## src/rtl/clt_pkg.sv

```systemverilog
// Shared types, codes and defaults for the connection-tracking packet labeler.
// No dependencies; the other files of the block import it, all but clt_fifo.
package clt_pkg;

    // Protocol numbers seen in the IPv4 header.
    localparam logic [7:0] PROTO_NUM_ICMP = 8'd1;
    localparam logic [7:0] PROTO_NUM_TCP  = 8'd6;
    localparam logic [7:0] PROTO_NUM_UDP  = 8'd17;

    // TCP flag patterns; all but RST are compared against the whole flags byte.
    localparam logic [7:0] FLAGS_SYN     = 8'h02;
    localparam logic [7:0] FLAGS_RST     = 8'h04;
    localparam logic [7:0] FLAGS_ACK     = 8'h10;
    localparam logic [7:0] FLAGS_SYN_ACK = FLAGS_SYN | FLAGS_ACK;

    // ICMP types with a rule of their own.
    localparam logic [7:0] ICMP_TYPE_ECHO_REPLY   = 8'd0;
    localparam logic [7:0] ICMP_TYPE_ECHO_REQUEST = 8'd8;
    localparam logic [7:0] ICMP_TYPE_INFO_FIRST   = 8'd13;
    localparam logic [7:0] ICMP_TYPE_INFO_LAST    = 8'd18;

    // Stored connection states.
    localparam logic [3:0] ST_NEW        = 4'd0;
    localparam logic [3:0] ST_EST        = 4'd1;
    localparam logic [3:0] ST_SYN_SENT   = 4'd4;
    localparam logic [3:0] ST_SYN_RECV   = 4'd5;
    localparam logic [3:0] ST_FIN_WAIT_1 = 4'd6;
    localparam logic [3:0] ST_FIN_WAIT_2 = 4'd7;
    localparam logic [3:0] ST_LAST_ACK   = 4'd8;
    localparam logic [3:0] ST_TIME_WAIT  = 4'd9;

    // Labels.
    localparam logic [1:0] LBL_NEW = 2'd0;
    localparam logic [1:0] LBL_EST = 2'd1;
    localparam logic [1:0] LBL_REL = 2'd2;
    localparam logic [1:0] LBL_INV = 2'd3;

    // Protocol classes decided by the front end.
    localparam logic [1:0] PCLASS_TCP   = 2'd0;
    localparam logic [1:0] PCLASS_UDP   = 2'd1;
    localparam logic [1:0] PCLASS_ICMP  = 2'd2;
    localparam logic [1:0] PCLASS_OTHER = 2'd3;

    // ICMP classes decided by the front end.
    localparam logic [1:0] ICLASS_ECHO_REQUEST = 2'd0;
    localparam logic [1:0] ICLASS_ECHO_REPLY   = 2'd1;
    localparam logic [1:0] ICLASS_INFO         = 2'd2;
    localparam logic [1:0] ICLASS_ERROR        = 2'd3;

    // Forwarding modes.
    localparam logic [1:0] MODE_CHAIN        = 2'd1;
    localparam logic [1:0] MODE_TABLE_UPDATE = 2'd2;
    localparam logic [1:0] MODE_RESET        = MODE_CHAIN;

    // Next stage codes.
    localparam logic NEXT_CHAIN        = 1'b0;
    localparam logic NEXT_TABLE_UPDATE = 1'b1;

    // Default queue depths.
    localparam int MID_DEPTH_DEFAULT = 4;
    localparam int OUT_DEPTH_DEFAULT = 2;

    // Canonical key with its reversal bits.
    typedef struct packed {
        logic [31:0] low_address;
        logic [31:0] high_address;
        logic [15:0] low_port;
        logic [15:0] high_port;
        logic        address_reversed;
        logic        port_reversed;
    } key_t;

    // Classified item handed from the front end to the back end.
    typedef struct packed {
        key_t       key;
        logic [1:0] pclass;
        logic [1:0] iclass;
        logic       found;
        logic       fwd;
        logic       rev;
        logic       only_syn;
        logic       only_ack;
        logic       syn_ack;
        logic       rst;
        logic       ack_ok;
        logic [3:0] state;
    } front_item_t;

    // Finished result item.
    typedef struct packed {
        key_t       key;
        logic [1:0] label;
        logic       next_stage;
    } result_t;

endpackage

```

## src/rtl/clt_front.sv

```systemverilog
// Front end of the labeler: canonical key ordering and classification of one item.
// Depends on clt_pkg.
module clt_front
(
    input  logic [31:0]              source_address,
    input  logic [31:0]              dest_address,
    input  logic [7:0]               protocol,
    input  logic [15:0]              source_port,
    input  logic [15:0]              dest_port,
    input  logic [7:0]               tcp_flag_bits,
    input  logic [31:0]              ack_number,
    input  logic [7:0]               icmp_kind,
    input  logic                     entry_found,
    input  logic [3:0]               entry_state,
    input  logic [1:0]               entry_direction,
    input  logic [31:0]              entry_sequence,
    output clt_pkg::front_item_t     item
);
    import clt_pkg::*;

    logic arev;
    logic prev;
    logic port_swap;

    always_comb
    begin
        arev      = source_address > dest_address;
        port_swap = source_port > dest_port;
        if (source_port < dest_port)
        begin
            prev = 1'b0;
        end
        else if (port_swap)
        begin
            prev = 1'b1;
        end
        else
        begin
            prev = arev;
        end

        item.key.low_address      = arev ? dest_address : source_address;
        item.key.high_address     = arev ? source_address : dest_address;
        item.key.low_port         = port_swap ? dest_port : source_port;
        item.key.high_port        = port_swap ? source_port : dest_port;
        item.key.address_reversed = arev;
        item.key.port_reversed    = prev;

        // A stored entry whose two bits disagree in kind is neither way round.
        item.fwd = (entry_direction[0] == arev) && (entry_direction[1] == prev);
        item.rev = (entry_direction[0] != arev) && (entry_direction[1] != prev);

        if (protocol == PROTO_NUM_TCP)
        begin
            item.pclass = PCLASS_TCP;
        end
        else if (protocol == PROTO_NUM_UDP)
        begin
            item.pclass = PCLASS_UDP;
        end
        else if (protocol == PROTO_NUM_ICMP)
        begin
            item.pclass = PCLASS_ICMP;
        end
        else
        begin
            item.pclass = PCLASS_OTHER;
        end

        if (icmp_kind == ICMP_TYPE_ECHO_REQUEST)
        begin
            item.iclass = ICLASS_ECHO_REQUEST;
        end
        else if (icmp_kind == ICMP_TYPE_ECHO_REPLY)
        begin
            item.iclass = ICLASS_ECHO_REPLY;
        end
        else if ((icmp_kind >= ICMP_TYPE_INFO_FIRST) && (icmp_kind <= ICMP_TYPE_INFO_LAST))
        begin
            item.iclass = ICLASS_INFO;
        end
        else
        begin
            item.iclass = ICLASS_ERROR;
        end

        item.found    = entry_found;
        item.only_syn = tcp_flag_bits == FLAGS_SYN;
        item.only_ack = tcp_flag_bits == FLAGS_ACK;
        item.syn_ack  = tcp_flag_bits == FLAGS_SYN_ACK;
        item.rst      = (tcp_flag_bits & FLAGS_RST) != 8'd0;
        item.ack_ok   = ack_number == entry_sequence;
        item.state    = entry_state;
    end

endmodule

```

## src/rtl/clt_fifo.sv

```systemverilog
// Small first-in first-out queue of flat words, used between the pipeline parts.
// No dependencies.
module clt_fifo
#(
    parameter int DEPTH = 4,
    parameter int WIDTH = 8
)
(
    input  logic             clk,
    input  logic             rst_n,
    input  logic             push,
    input  logic [WIDTH-1:0] wdata,
    output logic             full,
    input  logic             pop,
    output logic [WIDTH-1:0] rdata,
    output logic             empty
);
    localparam int PTR_W = (DEPTH > 1) ? $clog2(DEPTH) : 1;
    localparam int CNT_W = $clog2(DEPTH + 1);
    localparam logic [PTR_W-1:0] LAST_SLOT = PTR_W'(DEPTH - 1);

    logic [WIDTH-1:0] slot_reg [DEPTH];
    logic [PTR_W-1:0] wr_ptr_reg, wr_ptr_next;
    logic [PTR_W-1:0] rd_ptr_reg, rd_ptr_next;
    logic [CNT_W-1:0] count_reg, count_next;
    logic             do_push;
    logic             do_pop;

    assign full    = count_reg == CNT_W'(DEPTH);
    assign empty   = count_reg == '0;
    assign do_push = push && !full;
    assign do_pop  = pop && !empty;
    assign rdata   = slot_reg[rd_ptr_reg];

    always_comb
    begin
        wr_ptr_next = wr_ptr_reg;
        rd_ptr_next = rd_ptr_reg;
        count_next  = count_reg;
        if (do_push)
        begin
            wr_ptr_next = (wr_ptr_reg == LAST_SLOT) ? '0 : wr_ptr_reg + 1'b1;
        end
        if (do_pop)
        begin
            rd_ptr_next = (rd_ptr_reg == LAST_SLOT) ? '0 : rd_ptr_reg + 1'b1;
        end
        if (do_push && !do_pop)
        begin
            count_next = count_reg + 1'b1;
        end
        else if (do_pop && !do_push)
        begin
            count_next = count_reg - 1'b1;
        end
    end

    always_ff @(posedge clk or negedge rst_n)
    begin
        if (!rst_n)
        begin
            wr_ptr_reg <= '0;
            rd_ptr_reg <= '0;
            count_reg  <= '0;
        end
        else
        begin
            wr_ptr_reg <= wr_ptr_next;
            rd_ptr_reg <= rd_ptr_next;
            count_reg  <= count_next;
        end
    end

    always_ff @(posedge clk)
    begin
        if (do_push)
        begin
            slot_reg[wr_ptr_reg] <= wdata;
        end
    end

endmodule

```

## src/rtl/clt_back.sv

```systemverilog
// Back end of the labeler: label decision, forwarding mode register and next stage.
// Depends on clt_pkg.
module clt_back
(
    input  logic                  clk,
    input  logic                  rst_n,
    input  logic                  cfg_valid,
    input  logic [1:0]            cfg_data,
    input  clt_pkg::front_item_t  item,
    output clt_pkg::result_t      result
);
    import clt_pkg::*;

    logic [1:0] mode_reg, mode_next;
    logic [1:0] tcp_label;
    logic [1:0] udp_label;
    logic [1:0] icmp_label;
    logic [1:0] label;

    // The configuration channel is always ready, so valid alone writes.
    assign mode_next = cfg_valid ? cfg_data : mode_reg;

    always_ff @(posedge clk or negedge rst_n)
    begin
        if (!rst_n)
        begin
            mode_reg <= MODE_RESET;
        end
        else
        begin
            mode_reg <= mode_next;
        end
    end

    always_comb
    begin
        if (!item.found || (!item.fwd && !item.rev))
        begin
            tcp_label = item.only_syn ? LBL_NEW : LBL_INV;
        end
        else if (item.rst)
        begin
            tcp_label = LBL_EST;
        end
        else if (item.state == ST_SYN_SENT)
        begin
            if (item.fwd)
            begin
                tcp_label = item.only_syn ? LBL_NEW : LBL_INV;
            end
            else
            begin
                tcp_label = (item.syn_ack && item.ack_ok) ? LBL_EST : LBL_INV;
            end
        end
        else if (item.state == ST_SYN_RECV)
        begin
            if (item.fwd)
            begin
                tcp_label = (item.only_ack && item.ack_ok) ? LBL_EST : LBL_INV;
            end
            else
            begin
                tcp_label = (item.syn_ack && item.ack_ok) ? LBL_EST : LBL_INV;
            end
        end
        else if ((item.state == ST_EST) || (item.state == ST_FIN_WAIT_1) ||
                 (item.state == ST_FIN_WAIT_2) || (item.state == ST_LAST_ACK))
        begin
            tcp_label = LBL_EST;
        end
        else if ((item.state == ST_TIME_WAIT) && item.only_syn)
        begin
            tcp_label = LBL_NEW;
        end
        else
        begin
            tcp_label = LBL_INV;
        end

        if (item.found && item.fwd)
        begin
            udp_label = (item.state == ST_NEW) ? LBL_NEW : LBL_EST;
        end
        else if (item.found && item.rev)
        begin
            udp_label = LBL_EST;
        end
        else
        begin
            udp_label = LBL_NEW;
        end

        case (item.iclass)
            ICLASS_ECHO_REQUEST: icmp_label = LBL_NEW;
            ICLASS_ECHO_REPLY:   icmp_label = (item.found && item.rev) ? LBL_EST : LBL_INV;
            ICLASS_INFO:         icmp_label = LBL_INV;
            default:             icmp_label = item.found ? LBL_REL : LBL_INV;
        endcase

        case (item.pclass)
            PCLASS_TCP:  label = tcp_label;
            PCLASS_UDP:  label = udp_label;
            PCLASS_ICMP: label = icmp_label;
            default:     label = LBL_INV;
        endcase

        result.key        = item.key;
        result.label      = label;
        result.next_stage = ((mode_reg == MODE_TABLE_UPDATE) && (label == LBL_EST)) ?
                            NEXT_TABLE_UPDATE : NEXT_CHAIN;
    end

endmodule

```

## src/rtl/conntrack_packet_labeler.sv

```systemverilog
// Top level of the connection-tracking packet labeler.
// Depends on clt_pkg, clt_front, clt_fifo and clt_back.
//
// Usage
// -----
// Input items arrive as a queue write: an item is taken at a rising edge with
// push high and full low. Each item carries parsed header fields and the
// result of an external connection-table lookup for its canonical key.
// Results leave as a queue read: while empty is low the oldest result is on
// the result ports, and it is taken at a rising edge with pop high.
// The front end orders the key and classifies the item in the cycle it is
// pushed; the item then waits in a queue of MID_DEPTH entries. The back end
// labels the head of that queue and writes it into an output queue of
// OUT_DEPTH entries whenever the output queue has room. One item per cycle
// is sustained while pop keeps up; the rate is set by the combinational
// label logic between the two queues.
// When the receiver stalls, the output queue fills first, then the middle
// queue, and full rises once MID_DEPTH + OUT_DEPTH results are held.
// The forwarding mode is written over its own channel (cfg_valid, cfg_ready,
// cfg_data); cfg_ready is always high and the write is registered.
// Reset empties both queues and sets the forwarding mode to always-chain.
module conntrack_packet_labeler
#(
    parameter int MID_DEPTH = clt_pkg::MID_DEPTH_DEFAULT,
    parameter int OUT_DEPTH = clt_pkg::OUT_DEPTH_DEFAULT
)
(
    input  logic        clk,
    input  logic        rst_n,
    input  logic        cfg_valid,
    output logic        cfg_ready,
    input  logic [1:0]  cfg_data,
    input  logic        push,
    output logic        full,
    input  logic [31:0] source_address,
    input  logic [31:0] dest_address,
    input  logic [7:0]  protocol,
    input  logic [15:0] source_port,
    input  logic [15:0] dest_port,
    input  logic [7:0]  tcp_flag_bits,
    input  logic [31:0] ack_number,
    input  logic [7:0]  icmp_kind,
    input  logic        entry_found,
    input  logic [3:0]  entry_state,
    input  logic [1:0]  entry_direction,
    input  logic [31:0] entry_sequence,
    output logic        empty,
    input  logic        pop,
    output logic [31:0] low_address,
    output logic [31:0] high_address,
    output logic [15:0] low_port,
    output logic [15:0] high_port,
    output logic        address_reversed,
    output logic        port_reversed,
    output logic [1:0]  label,
    output logic        next_stage
);
    import clt_pkg::*;

    localparam int FRONT_W  = $bits(front_item_t);
    localparam int RESULT_W = $bits(result_t);

    front_item_t front_item;
    front_item_t mid_item;
    result_t     back_result;
    result_t     out_result;
    logic        mid_empty;
    logic        out_full;
    logic        move;

    assign cfg_ready = 1'b1;

    // Classify in the cycle of the push.
    clt_front u_front
    (
        .source_address  (source_address),
        .dest_address    (dest_address),
        .protocol        (protocol),
        .source_port     (source_port),
        .dest_port       (dest_port),
        .tcp_flag_bits   (tcp_flag_bits),
        .ack_number      (ack_number),
        .icmp_kind       (icmp_kind),
        .entry_found     (entry_found),
        .entry_state     (entry_state),
        .entry_direction (entry_direction),
        .entry_sequence  (entry_sequence),
        .item            (front_item)
    );

    // Queue between front and back ends.
    clt_fifo
    #(
        .DEPTH (MID_DEPTH),
        .WIDTH (FRONT_W)
    )
    u_mid_fifo
    (
        .clk   (clk),
        .rst_n (rst_n),
        .push  (push),
        .wdata (front_item),
        .full  (full),
        .pop   (move),
        .rdata (mid_item),
        .empty (mid_empty)
    );

    // The back end moves one item whenever there is one and room behind it.
    assign move = !mid_empty && !out_full;

    clt_back u_back
    (
        .clk       (clk),
        .rst_n     (rst_n),
        .cfg_valid (cfg_valid),
        .cfg_data  (cfg_data),
        .item      (mid_item),
        .result    (back_result)
    );

    // Output queue that the receiver reads.
    clt_fifo
    #(
        .DEPTH (OUT_DEPTH),
        .WIDTH (RESULT_W)
    )
    u_out_fifo
    (
        .clk   (clk),
        .rst_n (rst_n),
        .push  (move),
        .wdata (back_result),
        .full  (out_full),
        .pop   (pop),
        .rdata (out_result),
        .empty (empty)
    );

    assign low_address      = out_result.key.low_address;
    assign high_address     = out_result.key.high_address;
    assign low_port         = out_result.key.low_port;
    assign high_port        = out_result.key.high_port;
    assign address_reversed = out_result.key.address_reversed;
    assign port_reversed    = out_result.key.port_reversed;
    assign label            = out_result.label;
    assign next_stage       = out_result.next_stage;

endmodule

```

## config.mk

```make
export PLATFORM = sky130hd
export DESIGN_NAME = conntrack_packet_labeler
export DESIGN_NICKNAME = d
export VERILOG_FILES = /design/src/rtl/clt_pkg.sv /design/src/rtl/clt_front.sv /design/src/rtl/clt_fifo.sv /design/src/rtl/clt_back.sv /design/src/rtl/conntrack_packet_labeler.sv
export SDC_FILE = /design/constraint.sdc
export NUM_CORES = 1
export LEC_CHECK = 0
export BUFFER_PORTS_ARGS = -buffer_cell sky130_fd_sc_hd__buf_4
export CORE_ASPECT_RATIO = 0.75
export CORE_MARGIN = 2
export CORE_UTILIZATION = 60
export CTS_BUF_LIST = sky130_fd_sc_hd__clkbuf_4 sky130_fd_sc_hd__clkbuf_8 sky130_fd_sc_hd__clkbuf_16
export DETAILED_ROUTE_END_ITERATION = 10
export PLACE_DENSITY = 0.9
export SYNTH_ARGS = -nofsm -noshare
export SYNTH_HDL_FRONTEND = slang
export SYNTH_SLANG_ARGS = --single-unit
```

## constraint.sdc

```tcl
create_clock -name clk -period 16.2 [get_ports clk]
set_input_delay 2.43 -clock clk [delete_from_list [all_inputs] [get_ports clk]]
set_output_delay 2.43 -clock clk [all_outputs]
set_load 0.02 [all_outputs]
```

==> flow_summary.json <==
{
  "run_status": "completed",
  "synth_flop_type": "edfxtp_1",
  "synth_simple_gate_area_share": 0.0271,
  "slew_headroom": 0.223,
  "setup.reg_to_reg.worst_slack_ps": 12260,
  "layout-drive-gt1-share": 0.380,
  "report.final.hold_viol_count": 0,
  "max_cap_violations": 0,
  "power.density_nw_per_um2": 197,
  "post-route-util": 0.717,
  "final_net_count": 1992,
  "yosys-mux-area-fraction": 0.158,
  "core_region_area_um2": 44800,
  "sequentialPowerShare": 0.457,
  "nFillCells": 2633,
  "path_class": "in -> reg",
  "antenna_violations_before_repair": 1,
  "postCtsSetupBuffers": 0,
  "clock_skew_ps": 11.1,
  "yosysUniqueCellTypes": 61,
  "most-common-layout-cells": "edfxtp_1, buf_4, mux2_2",
  "timing.critical_path.to_type": "flip-flop",
  "die_area_um2": 47400,
  "ctsResizeCount": 0,
  "period_minus_slack_ps": 5830,
  "critical_path.cell_chain": "buf_4, inv_1, ha_1, nor2b_1, o211ai_1, a2111oi_0, nor4_1, a2bb2oi_4, buf_4, inv_2, o31ai_1",
  "timing.setup.tns_ps": 0,
  "maxClockFrequency_mhz": 172,
  "wire_length_after_detailed_routing_um": 58600,
  "syn-instance-count": 1416,
  "fin_crit_sh": 0.360,
  "fin_total_pwr_w": 0.00634,
  "holdPathStages": 1,
  "power.net_switching_w": 0.00202,
  "synth-seq-area-share": 0.733,
  "max_ffs_per_register": 456,
  "dpl.hpwl_um": 35600,
  "combinational_family_with_the_most_area_after_synthesis": "multiplexers",
  "timing.rr.end": "u_out_fifo.slot_reg[1][0]",
  "largest_driver_fanout_on_the_critical_path": 65,
  "placedCellCount": 2259,
  "combinationalPowerShare": 0.330,
  "detail_route.iter0.violations": 1302,
  "ctsHoldBuffers": 0,
  "power_frac_clock": 0.213,
  "cts_inserted_buffers": 60,
  "remaining_drc_errors": 0,
  "swShare": 0.319,
  "die_h_um": 189,
  "grt_setup_unrepaired": "no",
  "timing.critical_path.from_type": "input port",
  "detailroute.via_count": 14400,
  "p_leak_nw": 11.4,
  "tightestPinTransition_ps": 1160,
  "slowest_stage": "a2bb2oi_4",
  "first_pass_grt_wire_length_um": 89200,
  "route.antenna.remaining_nets": 0,
  "reg2regPathDepth": 7,
  "worstSkewPairLatency_ps": 590,
  "crit-reg2reg-launch": "u_mid_fifo.rd_ptr_reg[0]",
  "wl_per_cell_um": 24.7,
  "netlist_area_um2": 27400,
  "grt_start_max_net_pins": 67,
  "critical_path.max_stage_delay_ps": 750,
  "timing.critical_path.required_ps": 16540,
  "timing.final.max_slew_violations": 0,
  "cts_tree": "yes",
  "timing.hold.worst.start": "u_mid_fifo.count_reg[2]",
  "postSynthAreaPerCell_um2": 19.3,
  "first_pass_iters": 5,
  "cp.arrival_ps": 6170,
  "multiInputGateArea_um2": 6880,
  "seq_area_um2": 20100,
  "grt.overflow.total": 0,
  "fp.dieW_um": 251,
  "synth_enable_flop_cells": 658,
  "grt.total_usage": 0.250,
  "synth_xor_area_frac": 0.0134,
  "ir_worst_vdd_mv": 0.136,
  "timing.critical_path.mode_cell": "buf_4",
  "synth_net_count": 1673,
  "first_global_vias": 15000,
  "postSynth.asyncResetShare": 0.0194,
  "synth_compound_area_frac": 0.0232,
  "number_of_flip_flops_and_latches_in_the_synthesized_netlist": 671,
  "floorplan.initialDensity": 0.611,
  "port_buffers": 300,
  "design.portCount": 302,
  "clk_pin_slew_ps": 60,
  "drt-vias-per-instance": 6.06,
  "layout.cells.most_common": "edfxtp_1",
  "intPower_w": 0.00432,
  "yosysWarningCount": 0,
  "worstHoldPathType": "reg -> reg",
  "timing.hold.worst_endpoint": "u_mid_fifo.count_reg[2]",
  "gp_congestion": 0.845,
  "final-instance-count-excl-fill": 2373,
  "cts_root_buf": "clkbuf_16",
  "rows": 67,
  "yosys.area_share.adder": 0.0272,
  "clock_tree.htree_level_count": 2,
  "cts.sinks": 671,
  "cts.path.max_buffers": 3,
  "layout-area-overhead-vs-synth_pct": 17.4,
  "final_setup_violation_count": 0
}
logic make-up (layout without fill, tap and decap cells):
group,after synthesis,count (layout)
buffers and inverters,113,483
AO/OA/AOI/OAI,110,110
AND/OR/NAND/NOR,150,150
adder cells (fa/ha/maj),59,59
other,1,2
multiplexers,270,270
flip-flops,671,671
XOR/XNOR,42,42
per-layer routing:
layer | wire length (µm) | track usage | vias up
met1 | 23500 | 0.343 | 7416
met3 | 4810 | 0.0529 | 67
met5 | 0 | 0 | -
met2 | 29500 | 0.425 | 598
met4 | 765 | 0.0472 | 0
li1 | - | - | 6301
synthesized netlist by cell type (2+ instances only):
cell type	count	area (µm²)
nand3b_1	2	15.0
nor3b_1	3	22.5
mux2_1	9	101
and3_1	3	18.8
or4_1	3	22.5
nor4bb_1	2	20.0
mux4_2	110	2480
nand4_1	12	75.1
a211oi_1	5	37.5
buf_2	15	75.1
a21o_1	3	22.5
nand2_1	69	259
o21ai_1	9	45.0
dfrtp_1	12	300
nor2_1	16	60.1
nand3_1	4	20.0
buf_6	2	22.5
buf_1	3	11.3
o21ai_0	51	255
o22ai_1	2	12.5
xor2_1	37	324
mux4_1	4	105
ha_1	58	726
a21oi_1	23	115
nand2b_1	3	18.8
xnor2_1	5	43.8
nor3_1	5	25.0
nor2b_1	5	31.3
a22oi_1	2	15.0
nor4_1	12	75.1
edfxtp_1	658	19800
mux2_2	146	1640
and2_1	5	31.3
clkbuf_1	32	120
buf_4	2	15.0
o211ai_1	2	15.0
inv_1	57	214
and3b_1	2	17.5
worst max-delay path by stage:
stage	from	end	depth (start not counted)
4_1_cts	dest_address[1]	u_mid_fifo.slot_reg[0][10]	11
3_3_place_gp	dest_address[1]	u_mid_fifo.slot_reg[0][76]	10
2_1_floorplan	push	u_mid_fifo.slot_reg[0][0]	3
3_5_place_dp	dest_address[1]	u_mid_fifo.slot_reg[2][10]	11
5_1_grt	dest_address[14]	u_mid_fifo.slot_reg[0][10]	10
6_report	dest_address[1]	u_mid_fifo.slot_reg[3][10]	11
per-stage QoR:
| step | hold slack, ps | instance area, µm² | setup WS (ps) |
|---|---|---|---|
| 6_report | 491 | 32200 | 10370 |
| 2_1_floorplan | 456 | 27400 | 10290 |
| 4_1_cts | 497 | 32100 | 10370 |
| 3_3_place_gp | 472 | 30300 | 9900 |
| 5_1_grt | 522 | 32200 | 10110 |
| 3_5_place_dp | 486 | 30300 | 9770 |
critical path: cells and delay by family:
| family | cells | cell delay [ps] |
|---|---|---|
| simple gates | 2 | 790 |
| fa+ha+maj | 1 | 240 |
| compound gates | 4 | 1580 |
| buf+inv | 4 | 1070 |
layout make-up:
type                       instances  area share
sequential                       671       0.625
timing repair buffer             312      0.0729
multi-input combinational        632       0.214
antenna                            1   0.0000778
clock inverter                    33     0.00638
tap                              586      0.0228
clock buffer                      80      0.0521
inverter                          58     0.00677
power by group through the flow:
stage               clock (W)  sequential (W)  combinational [W]
finish                0.00135         0.00290            0.00209
global route          0.00144         0.00294            0.00223
CTS                   0.00137         0.00290            0.00211
detailed placement          0         0.00293            0.00210
global placement            0         0.00288            0.00205
floorplan                   0         0.00284            0.00140
Note: power is estimated with default switching activity, not from simulation.
